`src/hw/rtl/byru_pkg.sv`:
```
// ---------------------------------------------------------------------------
// byru_pkg
// shared types and constants of the byterun1 row unpacker
// ---------------------------------------------------------------------------
`default_nettype none

package byru_pkg;

    localparam int DEF_MAX_ROW_BYTES = 4096;
    localparam int DEF_QUEUE_DEPTH   = 2;

    localparam int CFG_DATA_W = 13;

    // register indexes
    localparam logic CFG_MODE     = 1'b0;
    localparam logic CFG_ROW_BYTES = 1'b1;

    // compression modes
    localparam logic [7:0] MODE_COPY = 8'd0;
    localparam logic [7:0] MODE_RLE  = 8'd1;

    localparam logic [7:0]  RESET_MODE      = MODE_RLE;
    localparam logic [12:0] RESET_ROW_BYTES = 13'd40;

    // skip control byte (-128)
    localparam logic [7:0] CTRL_SKIP = 8'h80;

    // error codes
    localparam logic [1:0] ERR_NONE    = 2'd0;
    localparam logic [1:0] ERR_OVERRUN = 2'd1;
    localparam logic [1:0] ERR_MID_ROW = 2'd2;
    localparam logic [1:0] ERR_MODE    = 2'd3;

    typedef enum logic [1:0] {
        PH_CTRL,
        PH_LIT,
        PH_REP,
        PH_DROP
    } phase_t;

    // one unit of work for the output side: nbytes copies of data
    typedef struct packed {
        logic [7:0] data;
        logic [7:0] nbytes;
        logic       row_end;
        logic [1:0] err;
    } cmd_t;

endpackage

`default_nettype wire

```
`src/hw/rtl/byru_queue.sv`:
```
// ---------------------------------------------------------------------------
// byru_queue
// small command fifo between the classifier and the expander
// ---------------------------------------------------------------------------
`default_nettype none

module byru_queue import byru_pkg::*; #(
    parameter int DEPTH = DEF_QUEUE_DEPTH
) (
    input  wire logic aclk,
    input  wire logic aresetn,
    input  wire logic wr_valid,
    output logic      wr_ready,
    input  wire cmd_t wr_data,
    output logic      rd_valid,
    input  wire logic rd_ready,
    output cmd_t      rd_data
);

    localparam int PW = (DEPTH > 1) ? $clog2(DEPTH) : 1;
    localparam int CW = $clog2(DEPTH + 1);

    cmd_t            mem_reg [DEPTH];
    logic [PW-1:0]   wr_ptr_reg, wr_ptr_next;
    logic [PW-1:0]   rd_ptr_reg, rd_ptr_next;
    logic [CW-1:0]   count_reg, count_next;
    logic            push, pop;

    assign wr_ready = (count_reg != CW'(DEPTH));
    assign rd_valid = (count_reg != '0);
    assign rd_data  = mem_reg[rd_ptr_reg];
    assign push     = wr_valid & wr_ready;
    assign pop      = rd_valid & rd_ready;

    always_comb begin
        wr_ptr_next = wr_ptr_reg;
        rd_ptr_next = rd_ptr_reg;
        count_next  = count_reg;
        if (push) begin
            wr_ptr_next = (wr_ptr_reg == PW'(DEPTH - 1)) ? '0 : wr_ptr_reg + PW'(1);
        end
        if (pop) begin
            rd_ptr_next = (rd_ptr_reg == PW'(DEPTH - 1)) ? '0 : rd_ptr_reg + PW'(1);
        end
        if (push && !pop) begin
            count_next = count_reg + CW'(1);
        end else if (pop && !push) begin
            count_next = count_reg - CW'(1);
        end
    end

    always_ff @(posedge aclk) begin
        if (!aresetn) begin
            wr_ptr_reg <= '0;
            rd_ptr_reg <= '0;
            count_reg  <= '0;
        end else begin
            wr_ptr_reg <= wr_ptr_next;
            rd_ptr_reg <= rd_ptr_next;
            count_reg  <= count_next;
        end
    end

    always_ff @(posedge aclk) begin
        if (push) begin
            mem_reg[wr_ptr_reg] <= wr_data;
        end
    end

endmodule

`default_nettype wire

```
`src/hw/rtl/byru_front.sv`:
```
// ---------------------------------------------------------------------------
// byru_front
// takes packed bytes, tracks run and row state, issues expand commands
// ---------------------------------------------------------------------------
`default_nettype none

module byru_front import byru_pkg::*; #(
    parameter int MAX_ROW_BYTES = DEF_MAX_ROW_BYTES
) (
    input  wire logic                  aclk,
    input  wire logic                  aresetn,
    input  wire logic                  cfg_wr_en,
    input  wire logic                  cfg_addr,
    input  wire logic [CFG_DATA_W-1:0] cfg_wdata,
    input  wire logic                  s_tvalid,
    output logic                       s_tready,
    input  wire logic [7:0]            src_byte,
    input  wire logic                  source_last,
    output logic                       cmd_valid,
    input  wire logic                  cmd_ready,
    output cmd_t                       cmd
);

    localparam int LW = $clog2(MAX_ROW_BYTES + 1);

    function automatic logic [LW-1:0] full_row(input logic [12:0] rb);
        logic [LW-1:0] r;
        if (rb == '0) begin
            r = LW'(1);
        end else if (32'(rb) > 32'(MAX_ROW_BYTES)) begin
            r = LW'(MAX_ROW_BYTES);
        end else begin
            r = LW'(rb);
        end
        return r;
    endfunction

    logic [7:0]    mode_reg, mode_next;
    logic [12:0]   row_bytes_reg, row_bytes_next;
    phase_t        phase_reg, phase_next;
    logic [7:0]    run_reg, run_next;
    logic [LW-1:0] row_reg, row_next;

    logic [LW-1:0] full_cur, full_new;
    logic          accept;

    // per-item decision before the end-of-source check
    phase_t        ph_upd;
    logic [7:0]    run_upd;
    logic [LW-1:0] row_upd;
    logic          emit_pre;
    cmd_t          cmd_pre;
    logic [8:0]    ctl_cnt9;
    logic [7:0]    ctl_cnt;
    logic          mid_row;
    logic          any_err;

    assign s_tready = cmd_ready;
    assign accept   = s_tvalid & s_tready;
    assign full_cur = full_row(row_bytes_reg);
    assign full_new = full_row(row_bytes_next);

    // control byte to run length: n+1 for literals, 1-n for repeats
    assign ctl_cnt9 = src_byte[7] ? (9'd257 - {1'b0, src_byte}) : ({1'b0, src_byte} + 9'd1);
    assign ctl_cnt  = ctl_cnt9[7:0];

    always_comb begin
        mode_next      = mode_reg;
        row_bytes_next = row_bytes_reg;
        if (cfg_wr_en) begin
            case (cfg_addr)
                CFG_MODE:      mode_next      = cfg_wdata[7:0];
                CFG_ROW_BYTES: row_bytes_next = cfg_wdata;
                default:       mode_next      = mode_reg;
            endcase
        end
    end

    // classify one item
    always_comb begin
        ph_upd   = phase_reg;
        run_upd  = run_reg;
        row_upd  = row_reg;
        emit_pre = 1'b0;
        cmd_pre  = '{data: src_byte, nbytes: 8'd0, row_end: 1'b0, err: ERR_NONE};
        if (mode_reg > MODE_RLE) begin
            emit_pre    = 1'b1;
            cmd_pre.err = ERR_MODE;
        end else if (mode_reg == MODE_COPY || phase_reg == PH_LIT) begin
            emit_pre       = 1'b1;
            cmd_pre.nbytes = 8'd1;
            if (row_reg == LW'(1)) begin
                cmd_pre.row_end = 1'b1;
                row_upd         = full_cur;
            end else begin
                row_upd = row_reg - LW'(1);
            end
            if (mode_reg != MODE_COPY) begin
                run_upd = run_reg - 8'd1;
                if (run_reg == 8'd1) begin
                    ph_upd = PH_CTRL;
                end
            end
        end else if (phase_reg == PH_REP) begin
            emit_pre       = 1'b1;
            cmd_pre.nbytes = run_reg;
            // a repeat never crosses a row: it was checked against row_reg
            if (32'(run_reg) == 32'(row_reg)) begin
                cmd_pre.row_end = 1'b1;
                row_upd         = full_cur;
            end else begin
                row_upd = row_reg - LW'(run_reg);
            end
            run_upd = 8'd0;
            ph_upd  = PH_CTRL;
        end else if (src_byte != CTRL_SKIP) begin
            if (32'(ctl_cnt) > 32'(row_reg)) begin
                emit_pre    = 1'b1;
                cmd_pre.err = ERR_OVERRUN;
            end else begin
                run_upd = ctl_cnt;
                ph_upd  = src_byte[7] ? PH_REP : PH_LIT;
            end
        end
    end

    assign mid_row = source_last && (cmd_pre.err == ERR_NONE) && (phase_reg != PH_DROP)
                     && !(ph_upd == PH_CTRL && row_upd == full_cur);
    assign any_err = mid_row || (emit_pre && cmd_pre.err != ERR_NONE);

    // command output
    always_comb begin
        cmd       = cmd_pre;
        cmd_valid = 1'b0;
        if (accept && phase_reg != PH_DROP) begin
            cmd_valid = emit_pre || mid_row;
            if (mid_row) begin
                cmd.err = ERR_MID_ROW;
            end
        end
    end

    // next state
    always_comb begin
        phase_next = phase_reg;
        run_next   = run_reg;
        row_next   = row_reg;
        if (cfg_wr_en) begin
            phase_next = PH_CTRL;
            run_next   = 8'd0;
            row_next   = full_new;
        end else if (accept) begin
            if (source_last) begin
                phase_next = PH_CTRL;
                run_next   = 8'd0;
                row_next   = full_cur;
            end else if (phase_reg == PH_DROP) begin
                phase_next = PH_DROP;
            end else if (any_err) begin
                phase_next = PH_DROP;
                run_next   = 8'd0;
                row_next   = row_upd;
            end else begin
                phase_next = ph_upd;
                run_next   = run_upd;
                row_next   = row_upd;
            end
        end
    end

    always_ff @(posedge aclk) begin
        if (!aresetn) begin
            mode_reg      <= RESET_MODE;
            row_bytes_reg <= RESET_ROW_BYTES;
            phase_reg     <= PH_CTRL;
            run_reg       <= 8'd0;
            row_reg       <= full_row(RESET_ROW_BYTES);
        end else begin
            mode_reg      <= mode_next;
            row_bytes_reg <= row_bytes_next;
            phase_reg     <= phase_next;
            run_reg       <= run_next;
            row_reg       <= row_next;
        end
    end

endmodule

`default_nettype wire

```
`src/hw/rtl/byru_back.sv`:
```
// ---------------------------------------------------------------------------
// byru_back
// expands commands into results of up to two bytes, output register
// ---------------------------------------------------------------------------
`default_nettype none

module byru_back import byru_pkg::*; (
    input  wire logic  aclk,
    input  wire logic  aresetn,
    input  wire logic  cmd_valid,
    output logic       cmd_ready,
    input  wire cmd_t  cmd,
    output logic       m_tvalid,
    input  wire logic  m_tready,
    output logic [7:0] byte_first,
    output logic [7:0] byte_second,
    output logic [1:0] byte_count,
    output logic       row_end,
    output logic [1:0] error_code,
    output logic       last_of_run
);

    logic       active_reg, active_next;
    cmd_t       cur_reg, cur_next;
    logic       vld_reg, vld_next;
    logic [7:0] b1_reg, b1_next;
    logic [7:0] b2_reg, b2_next;
    logic [1:0] cnt_reg, cnt_next;
    logic       rend_reg, rend_next;
    logic [1:0] err_reg, err_next;
    logic       last_reg, last_next;

    logic       can_emit;
    logic [1:0] take;
    logic       fin;

    assign take      = (cur_reg.nbytes >= 8'd2) ? 2'd2 : cur_reg.nbytes[1:0];
    assign fin       = (cur_reg.nbytes <= 8'd2);
    assign can_emit  = active_reg && (!vld_reg || m_tready);
    // next command loads as the current one sends its final result
    assign cmd_ready = !active_reg || (can_emit && fin);

    always_comb begin
        active_next = active_reg;
        cur_next    = cur_reg;
        vld_next    = vld_reg;
        b1_next     = b1_reg;
        b2_next     = b2_reg;
        cnt_next    = cnt_reg;
        rend_next   = rend_reg;
        err_next    = err_reg;
        last_next   = last_reg;
        if (can_emit) begin
            vld_next        = 1'b1;
            b1_next         = (take == 2'd0) ? 8'd0 : cur_reg.data;
            b2_next         = (take == 2'd2) ? cur_reg.data : 8'd0;
            cnt_next        = take;
            rend_next       = fin & cur_reg.row_end;
            err_next        = fin ? cur_reg.err : ERR_NONE;
            last_next       = fin;
            cur_next.nbytes = cur_reg.nbytes - 8'(take);
            active_next     = !fin;
        end else if (m_tready) begin
            vld_next = 1'b0;
        end
        if (cmd_ready && cmd_valid) begin
            active_next = 1'b1;
            cur_next    = cmd;
        end
    end

    always_ff @(posedge aclk) begin
        if (!aresetn) begin
            active_reg <= 1'b0;
            vld_reg    <= 1'b0;
        end else begin
            active_reg <= active_next;
            vld_reg    <= vld_next;
        end
    end

    always_ff @(posedge aclk) begin
        cur_reg  <= cur_next;
        b1_reg   <= b1_next;
        b2_reg   <= b2_next;
        cnt_reg  <= cnt_next;
        rend_reg <= rend_next;
        err_reg  <= err_next;
        last_reg <= last_next;
    end

    assign m_tvalid    = vld_reg;
    assign byte_first  = b1_reg;
    assign byte_second = b2_reg;
    assign byte_count  = cnt_reg;
    assign row_end     = rend_reg;
    assign error_code  = err_reg;
    assign last_of_run = last_reg;

endmodule

`default_nettype wire

```
`src/hw/rtl/byterun1_row_unpacker.sv`:
```
// Unpacks a packbits (byterun1) byte stream into rows of row_bytes bytes. One packed
// byte is taken per cycle while the command queue has room; the classifier decides run
// and row state at once. The expander sends one result per cycle unless the output is
// stalled: a literal or copied byte is one result, a repeat of n bytes is ceil(n/2)
// results, so a repeat can hold the input back once the queue is full. An accepted
// byte passes the queue, the expander's command register and the output register, and
// waits while the expander is busy or the output is stalled. Control and skip bytes
// give no result unless they carry an error; bytes dropped after an error give none.
// ---------------------------------------------------------------------------
// byterun1_row_unpacker
// top level: classifier, command queue, expander
// ---------------------------------------------------------------------------
`default_nettype none

module byterun1_row_unpacker import byru_pkg::*; #(
    parameter int MAX_ROW_BYTES = DEF_MAX_ROW_BYTES,
    parameter int QUEUE_DEPTH   = DEF_QUEUE_DEPTH
) (
    input  wire logic                  aclk,
    input  wire logic                  aresetn,
    input  wire logic                  cfg_wr_en,
    input  wire logic                  cfg_addr,
    input  wire logic [CFG_DATA_W-1:0] cfg_wdata,
    input  wire logic                  s_tvalid,
    output logic                       s_tready,
    input  wire logic [7:0]            s_tdata,   // src_byte
    input  wire logic                  s_tlast,   // source_last
    output logic                       m_tvalid,
    input  wire logic                  m_tready,
    output logic [23:0]                m_tdata,   // byte_first, byte_second, byte_count, row_end
    output logic [1:0]                 m_tuser,   // error_code
    output logic                       m_tlast    // last_of_run
);

    logic       f_valid, f_ready;
    cmd_t       f_cmd;
    logic       q_valid, q_ready;
    cmd_t       q_cmd;
    logic [7:0] byte_first, byte_second;
    logic [1:0] byte_count;
    logic       row_end;

    byru_front #(
        .MAX_ROW_BYTES(MAX_ROW_BYTES)
    ) u_front (
        .aclk        (aclk),
        .aresetn     (aresetn),
        .cfg_wr_en   (cfg_wr_en),
        .cfg_addr    (cfg_addr),
        .cfg_wdata   (cfg_wdata),
        .s_tvalid    (s_tvalid),
        .s_tready    (s_tready),
        .src_byte    (s_tdata),
        .source_last (s_tlast),
        .cmd_valid   (f_valid),
        .cmd_ready   (f_ready),
        .cmd         (f_cmd)
    );

    byru_queue #(
        .DEPTH(QUEUE_DEPTH)
    ) u_queue (
        .aclk     (aclk),
        .aresetn  (aresetn),
        .wr_valid (f_valid),
        .wr_ready (f_ready),
        .wr_data  (f_cmd),
        .rd_valid (q_valid),
        .rd_ready (q_ready),
        .rd_data  (q_cmd)
    );

    byru_back u_back (
        .aclk        (aclk),
        .aresetn     (aresetn),
        .cmd_valid   (q_valid),
        .cmd_ready   (q_ready),
        .cmd         (q_cmd),
        .m_tvalid    (m_tvalid),
        .m_tready    (m_tready),
        .byte_first  (byte_first),
        .byte_second (byte_second),
        .byte_count  (byte_count),
        .row_end     (row_end),
        .error_code  (m_tuser),
        .last_of_run (m_tlast)
    );

    assign m_tdata = {5'd0, row_end, byte_count, byte_second, byte_first};

endmodule

`default_nettype wire

```
`config.mk`:
```
export PLATFORM = sky130hd
export DESIGN_NAME = byterun1_row_unpacker
export DESIGN_NICKNAME = d
export VERILOG_FILES = /design/src/hw/rtl/byru_pkg.sv /design/src/hw/rtl/byru_queue.sv /design/src/hw/rtl/byru_front.sv /design/src/hw/rtl/byru_back.sv /design/src/hw/rtl/byterun1_row_unpacker.sv
export SDC_FILE = /design/constraint.sdc
export NUM_CORES = 1
export LEC_CHECK = 0
export ABC_AREA = 1
export ABC_CLOCK_PERIOD_IN_PS = 10100
export BUFFER_PORTS_ARGS = -buffer_cell sky130_fd_sc_hd__buf_4
export CORE_ASPECT_RATIO = 0.7
export CORE_MARGIN = 5
export CORE_UTILIZATION = 60
export DETAILED_ROUTE_END_ITERATION = 6
export PLACE_DENSITY = 0.91
export REMOVE_ABC_BUFFERS = 1
export SKIP_LAST_GASP = 1
export SYNTH_ARGS = -nofsm -noshare
export SYNTH_HDL_FRONTEND = slang
export SYNTH_SLANG_ARGS = --single-unit
export TNS_END_PERCENT = 1
```
`constraint.sdc`:
```
create_clock -name aclk -period 10.1 [get_ports aclk]
set_input_delay 0.505 -clock aclk [delete_from_list [all_inputs] [get_ports aclk]]
set_output_delay 0.505 -clock aclk [all_outputs]
set_load 0.05 [all_outputs]
```
# ---- Yosys cells after proc, flatten, opt, wreduce, memory -nomap -nowiden
# Memories as Yosys holds them, arrays and structs flattened. A register that Yosys moved wholly into a read port is not among the register bits.
# Index checks and enable logic that the tools add are counted.
dict set report word_totals {
  regBits 91
  mem_bits_rw 38
  memories 1
  input_bits 28
  romBits 0
  output_inout_bits 29
  latch_bits 0
}
dict set report classes {
  bitwise_logic 6
  multipliers 0
  shifts 0
  muxes 69
  magnitude_cmp 6
  n_addsub 10
  reduce_logical 40
  div 0
  eq_ne 16
}
# memory depth width read_ports rd_clocked_by_memory_dff wr line_no
set mem_list {}
lappend mem_list {u_queue.mem_reg 2 19 1 1 1 byru_queue.sv:23} ;# cmd_t mem_reg [DEPTH];
# op n
set ops {}
lappend ops {{$mux 13} 15}
lappend ops {{$mux 8} 11}
lappend ops {{$mux 2} 19}
lappend ops {{$mux 9} 3}
lappend ops {{$gt 13x13->1 const B} 2}
lappend ops {{$logic_not 13->1} 2}
lappend ops {{$mux 1} 20}
lappend ops {{$eq 13x1->1 const B} 1}
lappend ops {{$eq 13x13->1} 1}
lappend ops {{$eq 8x13->1} 1}
lappend ops {{$gt 8x13->1} 1}
lappend ops {{$sub 13x1->13 const B} 1}
lappend ops {{$sub 13x8->13} 1}
lappend ops {{$reduce_bool 2->1} 6}
lappend ops {{$logic_and 1x1->1} 11}
lappend ops {{$mux 11} 1}
lappend ops {{$add 8x1->8 const B} 1}
lappend ops {{$eq 8x1->1 const B} 1}
lappend ops {{$ge 8x2->1 const B} 1}
lappend ops {{$gt 8x1->1 const B} 1}
lappend ops {{$le 8x2->1 const B} 1}
lappend ops {{$logic_not 8->1} 1}
lappend ops {{$ne 8x8->1 const B} 1}
lappend ops {{$reduce_bool 8->1} 1}
lappend ops {{other kinds (22)} 43}

# ---- Logic depth before layout (Yosys ltp)
dict set report depth {
  ltp_word 19
  mapped_depth 32
}

# ---- Hierarchy
# A second synthesis with hierarchy kept.
dict set report hier_totals {
  cells_unflattened 1113
  area_unflattened_um2 8460.6
}
# mod area_per_inst_um2 n_inst cells_each
set by_module_without_submodules {}
lappend by_module_without_submodules {byru_front 4956.0 1 860}
lappend by_module_without_submodules {byru_back 1791.7 1 150}
lappend by_module_without_submodules {byru_queue 1664.1 1 96}
lappend by_module_without_submodules {byterun1_row_unpacker 48.8 1 7}

# ---- Least setup slack after synthesis
# OpenSTA, ideal clock, no wires.
dict set report synth_timing {
  path_type {input port to flip-flop}
  from {input port s_tdata[1]}
  to {memory u_queue.mem_reg[1][0] (netlist bit) (enable)}
  cell_stages 23
  setup_time_ns 0.396
  path_slack_ns 6.132
  t_arrival_ns 3.571
  cell_sequence {inv_1 > ha_1 > nor3b_1 > o21ai_0 > xor2_1 > inv_1 > ha_1 > nand4_1 > nor2_1 > nand2_1 > nand2_1 > nand2_1 > nand3_1 > nand3_1 > a21oi_1 > nor2_1 > nand3_1 > nor2_1 > nand2_1 > nand2_2 > nand3_1 > nand2_1 > nor2_1}
}
dict set report synth_between {
  elab_chain_cells 17
  elab_cells_between_ends 32
  cone_classes {add/sub (2); order compare (1); eq/ne (1); mux (19); bitwise (1); reduce/logical (8)}
}
# item line_no
set synth_rtl {}
lappend synth_rtl {{from (decl)} byterun1_row_unpacker.sv:26} ;# input wire logic [7:0] s_tdata,
lappend synth_rtl {{$add 8x1->8 or $sub 1x8->8 (tied branches)} byru_front.sv:64} ;# assign ctl_cnt9 = src_byte[7] ? (9'd257 - {1'b0, src_byte}) : ({1'b0, src_byte} + 9'd1);
lappend synth_rtl {{$mux 8} byru_front.sv:64}
lappend synth_rtl {{$gt 8x13->1} byru_front.sv:117} ;# if (32'(ctl_cnt) > 32'(row_reg)) begin
lappend synth_rtl {{$mux 1 or $mux 2 (tied branches)} byru_front.sv:117}
lappend synth_rtl {{$mux 1 or $mux 2 (tied branches)} byru_front.sv:116} ;# end else if (src_byte != CTRL_SKIP) begin
lappend synth_rtl {{$mux 2} byru_front.sv:104} ;# end else if (phase_reg == PH_REP) begin
lappend synth_rtl {{$mux 2} byru_front.sv:89} ;# end else if (mode_reg == MODE_COPY || phase_reg == PH_LIT) begin
lappend synth_rtl {{$mux 2} byru_front.sv:86} ;# if (mode_reg > MODE_RLE) begin
lappend synth_rtl {{$logic_not 2->1 (on tied branches)} {byru_front.sv:127, byru_front.sv:128}}
lappend synth_rtl {{$logic_and 1x1->1 (on tied branches)} {byru_front.sv:127, byru_front.sv:128}}
lappend synth_rtl {{$logic_and 1x1->1 or $logic_not 1->1 (tied branches)} {byru_front.sv:127, byru_front.sv:128}}
lappend synth_rtl {{$logic_and 1x1->1} byru_front.sv:128} ;# && !(ph_upd == PH_CTRL && row_upd == full_cur);
lappend synth_rtl {{$logic_or 1x1->1 *} byru_front.sv:136} ;# cmd_valid = emit_pre || mid_row;
lappend synth_rtl {{$mux 1 *} byru_front.sv:135} ;# if (accept && phase_reg != PH_DROP) begin
lappend synth_rtl {{$and 1x1->1 *} byru_queue.sv:32} ;# assign push = wr_valid & wr_ready;
lappend synth_rtl {{$mux 1 *} byru_queue.sv:65} ;# if (push) begin
lappend synth_rtl {{$mux 1 (not written as such) *} byru_queue.sv:66} ;# mem_reg[wr_ptr_reg] <= wr_data;
lappend synth_rtl {{to (decl)} byru_queue.sv:23}
# Every way passes the cells marked *; elsewhere a longest branch is shown, timed or not.

# ---- Final worst setup path
dict set report layout_timing {
  from {register u_front.run_reg[2]}
  to {memory u_queue.mem_reg[0][12] (netlist bit) (enable)}
}
dict set report layout_between {
  elab_chain_cells 14
  elab_cells_between_ends 21
  cone_classes {add/sub (1); eq/ne (3); mux (11); bitwise (1); reduce/logical (5)}
}
# item line_no
set layout_rtl {}
lappend layout_rtl {{from (decl)} byru_front.sv:41} ;# logic [7:0] run_reg, run_next;
lappend layout_rtl {{from (signal assigned)} byru_front.sv:182} ;# run_reg <= run_next;
lappend layout_rtl {{$sub 13x8->13 (tied with other cells)} byru_front.sv:112} ;# row_upd = row_reg - LW'(run_reg);
lappend layout_rtl {{$mux 13 or $mux 2 (tied branches)} {byru_front.sv:108, byru_front.sv:100}}
lappend layout_rtl {{$mux 13 or $mux 2 (tied branches)} {byru_front.sv:104, byru_front.sv:98}}
lappend layout_rtl {{$mux 13 or $mux 2 (tied branches)} byru_front.sv:89}
lappend layout_rtl {{$mux 13 or $mux 2 (tied branches)} byru_front.sv:86}
lappend layout_rtl {{$eq 13x13->1 or $logic_not 2->1 (tied branches)} byru_front.sv:128}
lappend layout_rtl {{$logic_and 1x1->1 *} byru_front.sv:128}
lappend layout_rtl {{$logic_not 1->1 *} byru_front.sv:128}
lappend layout_rtl {{$logic_and 1x1->1 *} byru_front.sv:128}
lappend layout_rtl {{$logic_or 1x1->1 *} byru_front.sv:136}
lappend layout_rtl {{$mux 1 *} byru_front.sv:135}
lappend layout_rtl {{$and 1x1->1 *} byru_queue.sv:32}
lappend layout_rtl {{$mux 1 *} byru_queue.sv:65}
lappend layout_rtl {{$mux 1 (not written as such) *} byru_queue.sv:66}
# Marked as above.

==> impl_summary.log <==
INFO  metric drcViolationCount = 2
INFO  metric critPathTopFamily = simple AND/OR/NAND/NOR gates
INFO  metric max_cap_viol_count = 0
INFO  metric cts_root_buffer = clkbuf_16
INFO  metric ratio_of_final_minimum_period_to_clock_period = 44.85%
INFO  metric synth_edf_count = 79
INFO  metric num_rows = 35
INFO  metric die-width = 149.6 um
INFO  metric timing_worst_setup_path_type = flop to flop
INFO  metric dpl.hpwl = 16500 um
INFO  metric yosysSeqAreaShare = 41.46%
INFO  metric synthTopCellsByArea = edfxtp_1 29%, nand2_1 15%, dfxtp_1 12%, nor2_1 7.1%, inv_1 5.9%
INFO  metric post_synth_inst_count = 1124
INFO  metric start_kind = flop
INFO  metric standby_leakage_power = 4.286 nW
INFO  metric dr.first_iter.drc_count = 1023
INFO  metric postCtsHoldBufs = 0
INFO  metric vias_per_cell = 5.737
INFO  metric crit_path_cell_trace = inv_1 -> ha_1 -> nand2_1 -> nor2_1 -> nand2_2 -> nor2_4 -> inv_2 -> a21oi_1 -> o21ai_1 -> nand2_1 -> nand2_1 -> nand2_1 -> nand2_1 -> nand2_1 -> nor2_1 -> nand3_1 -> nor2_1 -> nand2_1 -> nand2_2 -> nand3_1 -> nand2_1 -> nor2_1 -> buf_4
INFO  metric worst_clock_skew = 0.01370 ns
INFO  metric power.density_cell_area = 241.4 mW/mm2
INFO  metric globalRouteTotalUtil = 28.44%
INFO  metric syn_area_per_cell = 7.281 um2
INFO  metric placed_cells = 1330
INFO  metric hold_violations = 0
INFO  metric worst_slack = 5.570 ns
INFO  metric netlist.top_cell.by_area = edfxtp_1
INFO  metric final_nets = 1219
INFO  metric fin_hold_ws = 0.3043 ns
INFO  metric synth_top_family_by_area = simple AND/OR/NAND/NOR gates
INFO  metric final_core_util = 69.34%
INFO  metric synth_async_sr_flop_share = 0%
INFO  metric clock.fmax = 0.2208 GHz
INFO  metric design.die.area = 0.01611 mm2
INFO  metric timing.critical_path.arrival = 4.65 ns
INFO  metric worstSkewPairLatency = 0.43 ns
INFO  metric layout-drive-gt1-share = 10.62%
INFO  metric critical-path-max-stage-delay = 0.77 ns
INFO  metric start_util = 61.68%
INFO  metric clock_tree_from_tritoncts = built
INFO  metric largest_reg_flops = 38
INFO  metric worst_voltage_drop_across_the_vdd_grid = 147.0 uV
INFO  metric synth_top_cell_area_share = 28.99%
INFO  metric first_global_vias = 7210
INFO  metric cpMaxStageDelayCell = nor2_1
INFO  metric grt_first_pass_wirelength = 35970 um
INFO  metric final_cell_area_excluding_filler_cells = 0.009201 mm2
INFO  metric number_of_synthesized_register_bits = 130
INFO  metric worst-path-buf-inv = 3
INFO  metric most-common-layout-cells = 317 x nand2_1, 153 x nor2_1, 129 x inv_1, 79 x edfxtp_1, 71 x nand3_1
INFO  metric layout.cells.non_filler = 1362
INFO  metric path_type_of_the_worst_min_delay_path = input pin to flop
INFO  metric gp_congestion = 0.9582
INFO  metric layout-area-overhead-vs-synth = 12.43%
INFO  metric yosys.area_share.adder = 4.220%
INFO  metric failed_checks = DRC
INFO  metric worst-path-max-fanout = 14
INFO  metric yosys-mux-area-fraction = 0%
INFO  metric detailedRoute.firstPassIterationCount = 7
INFO  metric ctsLongestPathBuffers = 2
INFO  metric antenna_cells_inserted = 0
INFO  metric setup-tns-final = 0 ns
INFO  metric htree_num_levels = 4
INFO  metric coreArea = 0.01327 mm2
INFO  metric worstMarginPinSlew = 1.100 ns
INFO  metric setup_viol_count_final = 0
INFO  metric fin_max_slew_vios = 0
INFO  metric place_ws = 5.467 ns
INFO  metric cts_num_sinks = 130
INFO  metric design.portCount = 57
INFO  metric routed_wire_length_per_instance = 16.59 um
INFO  metric cp_data_required_time = 10.22 ns
INFO  metric synth.cell_area = 0.008184 mm2
INFO  metric place.port_buffers = 51
INFO  metric ant_nets = 0
INFO  metric layout.cells.most_common = nand2_1
INFO  metric worst_slew_margin_rel = 25.87%
INFO  metric crit_path_end_kind = flop
INFO  metric placed_cell_area = 0.008620 mm2
INFO  metric path_clk_slew = 0.07 ns
INFO  metric cts-buffers-inserted = 17
INFO  metric dieHeight = 107.7 um
INFO  metric grt_overflow_total = 0
INFO  metric totalPowerFinal = 2.221 mW
INFO  metric critical_path.most_common_cell = nand2_1
INFO  metric grt_antenna_before_repair = 1
INFO  metric synthesis.yosys.warnings = 0
INFO  metric synthDistinctLibCells = 50
INFO  metric maximum_number_of_pins_on_one_net_before_global_route_repair = 27
INFO  metric post-cts-setup-buffer-count = 0
INFO  metric cts-resized-gates = 0
INFO  metric detailroute.via_count = 7814
INFO  metric run_status = finished, violations left
INFO  metric total_wirelength_of_the_detailed_routed_design = 22600 um
INFO  metric synthSimpleGateAreaFrac = 31.43%
INFO  metric period_minus_slack = 4.530 ns
INFO  metric yosys.area_share.xor_xnor = 1.926%
INFO  metric synth_compound_area_share = 11.71%
INFO  metric grt_setup_unrepaired = false
INFO  metric yosys_most_used_dff = edfxtp_1
==> routing by layer <==
layer  vias up  global-route usage [%]  share of wire [%]
met1      3523                   38.83                 42
met5         -                       0              0.035
met3        63                   9.343                 12
met2       460                   42.10                 42
li1       3766                       -                  -
met4         2                   10.65                3.1
==> cell families (layout without fill, tap and decap cells) <==
kind of cell	count (synthesis)	in the layout
and+or+nand+nor	602	602
adders and majority gates	27	27
buffers and inverters	177	226
other	2	6
DFF	130	130
AOI/OAI and AO/OA	168	168
xor gates and xnor gates	18	18
==> report_power, final <==
part | total (mW) | internal, mW | switching (mW)
logic | 0.806 | 0.240 | 0.567
clock network | 0.610 | 0.332 | 0.279
registers | 0.805 | 0.730 | 0.0749
==> area by class of cell <==
| type | count | area [um2] |
|---|---|---|
| clock inverter | 15 | 156.4 |
| multi-input combinational | 821 | 4059 |
| fill | 1054 | 4068 |
| clock buffer | 17 | 425.4 |
| tap | 185 | 231.5 |
| timing repair buffer | 54 | 405.4 |
| sequential | 130 | 3393 |
| inverter | 140 | 530.5 |
==> synth_stat cells (all sizes together), types with 8 or more instances <==
| master | number |
|---|---|
| nor2 | 166 |
| a21oi | 61 |
| a31oi | 8 |
| inv | 137 |
| dfxtp | 51 |
| edfxtp | 79 |
| ha | 26 |
| nor3 | 14 |
| nand4 | 12 |
| xor2 | 14 |
| nand3 | 76 |
| buf | 21 |
| clkbuf | 16 |
| nand2 | 323 |
| o21ai | 65 |
==> worst register-to-register path: cells and delay by family, from the launching register on <==
| family | cells | cell delay (ns) |
|---|---|---|
| buf+inv | 3 | 0.75 |
| simple gates | 17 | 2.38 |
| flops | 1 | 0.45 |
| compound gates | 2 | 0.24 |
| fa+ha+maj | 1 | 0.42 |
==> path summary, 6_finish.rpt <==
check / depth (start not counted) / to / start / slack [ns]
setup / recovery: 23 / u_queue.mem_reg[0][12] / u_front.run_reg[2] / 5.57
hold / removal: 1 / u_queue.mem_reg[1][12] / s_tdata[1] / 0.30
setup reg to reg: 23 / u_queue.mem_reg[0][12] / u_front.run_reg[2] / 5.57
hold reg to reg: 1 / flop / u_queue.rd_ptr_reg / 0.46
Note: power is estimated with default switching activity, not from simulation.
